File: config.mk
export PLATFORM = sky130hd
export DESIGN_NAME = tea_stage
export DESIGN_NICKNAME = d
export VERILOG_FILES = /design/src/rtl/tea_pkg.sv /design/src/rtl/tea_stage.sv
export SDC_FILE = /design/constraint.sdc
export NUM_CORES = 1
export LEC_CHECK = 0
export ABC_AREA = 1
export BUFFER_PORTS_ARGS = -buffer_cell sky130_fd_sc_hd__buf_2
export CAP_MARGIN = 5
export CORE_AREA = 4 4 149 151
export DETAILED_ROUTE_END_ITERATION = 10
export DIE_AREA = 0 0 153 155
export PLACE_DENSITY = 0.91
export SYNTH_ARGS = -nofsm -noshare
export SYNTH_HDL_FRONTEND = slang
export SYNTH_SLANG_ARGS = --single-unit
export TNS_END_PERCENT = 100
File: constraint.sdc
create_clock -name clk -period 11.1 [get_ports clk]
set_input_delay 0.555 -clock clk [delete_from_list [all_inputs] [get_ports clk]]
set_output_delay 0.555 -clock clk [all_outputs]
set_load 0.02 [all_outputs]
File: src/rtl/tea_pkg.sv
// Types and constants for the TEA block cipher
package tea_pkg;

  localparam logic [31:0] TEA_DELTA = 32'h9E37_79B9;

  typedef enum logic {
    CMD_ENCRYPT = 1'b0,
    CMD_DECRYPT = 1'b1
  } tea_cmd_t;

  typedef enum logic [1:0] {
    KEY_IDX_0 = 2'd0,
    KEY_IDX_1 = 2'd1,
    KEY_IDX_2 = 2'd2,
    KEY_IDX_3 = 2'd3
  } tea_key_idx_t;

  typedef logic [3:0][31:0] tea_key_t;

  typedef struct packed {
    tea_cmd_t    cmd;
    logic [31:0] w0;
    logic [31:0] w1;
  } tea_data_t;

endpackage

File: src/rtl/tea_stage.sv
// One half-round pipeline stage of the TEA cipher
module tea_stage #(
  parameter bit          SECOND  = 1'b0,
  parameter logic [31:0] SUM_ENC = 32'h0000_0000,
  parameter logic [31:0] SUM_DEC = 32'h0000_0000
) (
  input  logic               clk,
  input  logic               rst,
  input  logic               advance,
  input  tea_pkg::tea_key_t  key,
  input  logic               valid_in,
  input  tea_pkg::tea_data_t data_in,
  output logic               valid_out,
  output tea_pkg::tea_data_t data_out
);
  import tea_pkg::*;

  function automatic logic [31:0] half_mix(input logic [31:0] v, input logic [31:0] sum,
                                           input logic [31:0] ka, input logic [31:0] kb);
    half_mix = ((v << 4) + ka) ^ (v + sum) ^ ((v >> 5) + kb);
  endfunction

  logic      is_dec;
  logic [31:0] mix_src;
  logic [31:0] mix_sum;
  logic [31:0] mix_ka;
  logic [31:0] mix_kb;
  logic [31:0] mix;
  tea_data_t data_next;

  assign is_dec  = (data_in.cmd == CMD_DECRYPT);
  assign mix_sum = is_dec ? SUM_DEC : SUM_ENC;

  // encrypt: v0 += f(v1, k0, k1) then v1 += f(v0, k2, k3)
  // decrypt: v1 -= f(v0, k2, k3) then v0 -= f(v1, k0, k1)
  always_comb begin
    if (is_dec ^ SECOND) begin
      mix_src = data_in.w0;
      mix_ka  = key[2];
      mix_kb  = key[3];
    end else begin
      mix_src = data_in.w1;
      mix_ka  = key[0];
      mix_kb  = key[1];
    end
  end

  assign mix = half_mix(mix_src, mix_sum, mix_ka, mix_kb);

  always_comb begin
    data_next = data_in;
    if (is_dec ^ SECOND) begin
      data_next.w1 = is_dec ? (data_in.w1 - mix) : (data_in.w1 + mix);
    end else begin
      data_next.w0 = is_dec ? (data_in.w0 - mix) : (data_in.w0 + mix);
    end
  end

  always_ff @(posedge clk) begin
    if (rst) begin
      valid_out <= 1'b0;
    end else if (advance) begin
      valid_out <= valid_in;
    end
  end

  always_ff @(posedge clk) begin
    if (advance) begin
      data_out <= data_next;
    end
  end

endmodule

==> results.yml <==
finish:
  multi_input_area_um2: 8480
  final_nets: 2368
  drive_gt1_share_pct: 16.7
  nFillCells: 2012
  antenna_cells: 0
  seq_area_um2: 1970
  syn2layout_area_growth_pct: 15.9
  fin_area_um2: 13200
placed_design:
  port_buffers: 262
  place_area_um2: 12900
  gp_congestion: 1.03
  placement.setup.worst_slack_ns: 4.21
  hpwlAfterDp_um: 35400
critical_path:
  cp-start-kind: "input port"
  crit_slowest_cell: "clkinv_2"
  cp.arrival_ns: 6.83
  crit_family: "simple AND/OR/NAND/NOR gates"
  slowest_delay_ns: 0.75
  cp_data_required_time_ns: 11.18
  crit_top_cell: "nand2_1"
  crit_type: "input port to register"
  path_buf_inv: 6
  crit_path_end_kind: "register"
  cp_max_fo: 70
floorplanning:
  io_pins: 263
  die-area_um2: 23700
  coreArea_um2: 20800
  start_util_pct: 54.7
  die_y_um: 155
  rows: 53
  die_w_um: 153
clock_network:
  clock-sinks: 66
  clockBufferDepth: 2
  htree_levels: 3
  root_buffer: "clkbuf_16"
  clkLatencyLatePin_ns: 0.33
  cts-buffers-inserted: 9
  ctsHoldBuffers: 0
  clk_pin_slew_ns: 0.05
  postCtsSetupBuffers: 0
  cts_tree: "done"
  cts_resized: 0
sta:
  hold_viol: 0
  worst_slew_pin_slew_ns: 0.962
  finalHoldWorstSlack_ns: 0.377
  setup_tns_ns: 0
  slew_violations: 0
  fin_crit_ns: 6.75
  fmax_ghz: 0.148
  setup_ws_ns: 4.35
  post-route-period-util_pct: 60.8
  finalSetupViolCount: 0
  slew_headroom_pct: 35.9
  rsz0062_at_grt: "false"
  fin_skew_ns: 0
logic_synthesis:
  async_flop_share_pct: 0
  synth-edff-count: 65
  yosys_most_used_dff: "edfxtp_1"
  synth_cell_types: 56
  avgSynthCellArea_um2: 6.33
  synth.most_common_cell: "nand2_1"
  syn_inst: 1800
  yosys.area.top_type_share_pct: 20.3
  syn-num-nets: 2121
  yosys-top-cells-count: "nand2_1, inv_1, a21oi_1"
  synth_area_leaders: "nand2_1, edfxtp_1, ha_1, inv_1, a21oi_1"
  synth_area_um2: 11400
  synth-seq-area-share_pct: 17.3
  synth.largest_area_cell: "nand2_1"
  yosysWarningCount: 0
  synth_seq_cells: 66
power_and_ir_drop:
  peakVddDrop_mv: 0.115
  leakagePower_nw: 6.97
  powerDensity_nw_per_um2: 225
  totalPowerFinal_w: 0.00297
route:
  drc: 0
  via_count: 13177
  drt_pass1_iterations: 6
  drt_iter0_markers: 1065
  drt_wl_total_um: 41600
  ant_nets: 0
  vias_per_cell: 5.66
  wl_per_cell_um: 17.9
global_route:
  grt.total_usage_pct: 33.3
  antenna_found_initial: 1
  grt_pass1_vias: 11987
  grt_max_degree: 85
  grt_overflow: 0
  grt_pass1_wl_um: 62900
status:
  status: "finished, final reports clean"
worst_hold_path:
  hp-class: "input port to register"
flow_run:
  cap_violations: 0
placed cells by master (no fill, tap or decap), types with 3 or more instances in the layout:
| cell type | count |
|---|---|
| a21boi_0 | 6 |
| a21o_1 | 15 |
| a21oi_1 | 141 |
| a31oi_1 | 12 |
| buf_2 | 261 |
| buf_4 | 5 |
| clkbuf_16 | 9 |
| edfxtp_1 | 65 |
| fa_1 | 4 |
| ha_1 | 120 |
| inv_1 | 193 |
| inv_2 | 3 |
| nand2_1 | 617 |
| nand2_2 | 13 |
| nand3_1 | 71 |
| nand3b_1 | 7 |
| nand4_1 | 22 |
| nor2_1 | 136 |
| nor3_1 | 21 |
| nor4_1 | 3 |
| o211ai_1 | 3 |
| o21a_1 | 6 |
| o21ai_0 | 102 |
| o21ai_1 | 9 |
| o21ai_2 | 21 |
| o21bai_1 | 9 |
| o22ai_1 | 4 |
| or2_2 | 7 |
| xnor2_1 | 59 |
| xor2_1 | 65 |
| xor2_2 | 3 |
final timing paths:
path	start	end	slack [ns]	depth (start not counted)
hold / removal	rst	valid_out	0.38	2
setup / recovery	data_in[64]	data_out[58]	4.35	28
hold reg to reg	valid_out	valid_out	0.49	2
setup reg to reg	valid_out	valid_out	10.52	2
metal layers:
layer | vias to the layer above | wire length, um | track usage (%)
met5 | - | 11 | 0
met4 | 2 | 1410 | 10.4
met3 | 83 | 4200 | 3.89
met2 | 739 | 18500 | 54.4
met1 | 5888 | 17400 | 46.2
li1 | 6465 | - | -
per-stage QoR:
| step | util, % | cells |
|---|---|---|
| finish | 63.4 | 2327 |
| global route | 63.4 | 2327 |
| CTS | 63.4 | 2327 |
| detailed placement | 61.8 | 2311 |
| global placement | 61.8 | 2311 |
| floorplan | - | 1800 |
area by class of cell:
cell class / instances / share of cell area [%]
Inverter: 197 / 5.61
Clock inverter: 7 / 0.711
Clock buffer: 9 / 1.71
Tap cell: 275 / 2.61
Multi-Input combinational cell: 1507 / 64.2
Sequential cell: 66 / 14.9
Timing Repair Buffer: 266 / 10.2
where the power goes:
| group | total (W) | switching [W] | internal, W |
|---|---|---|---|
| clock | 0.000311 | 0.000115 | 0.000196 |
| combinational | 0.00225 | 0.00150 | 0.000756 |
| sequential | 0.000404 | 0.0000197 | 0.000384 |
| total | 0.00297 | 0.00163 | 0.00134 |
registers in the layout, indices dropped and copies added, names as in the netlist:
name / count
data_out: 65
valid_out: 1
logic make-up (layout without fill, tap and decap cells):
logic type	Yosys count	in the layout	synth area share, %
flops	66	66	17.3
fa+ha+maj	124	124	13.9
xor+xnor	128	128	10.1
simple gates	908	908	32.6
mux	1	1	0.0879
compound gates	346	346	17.8
buf+inv	227	479	8.24
Note: power is estimated with default switching activity, not from simulation.
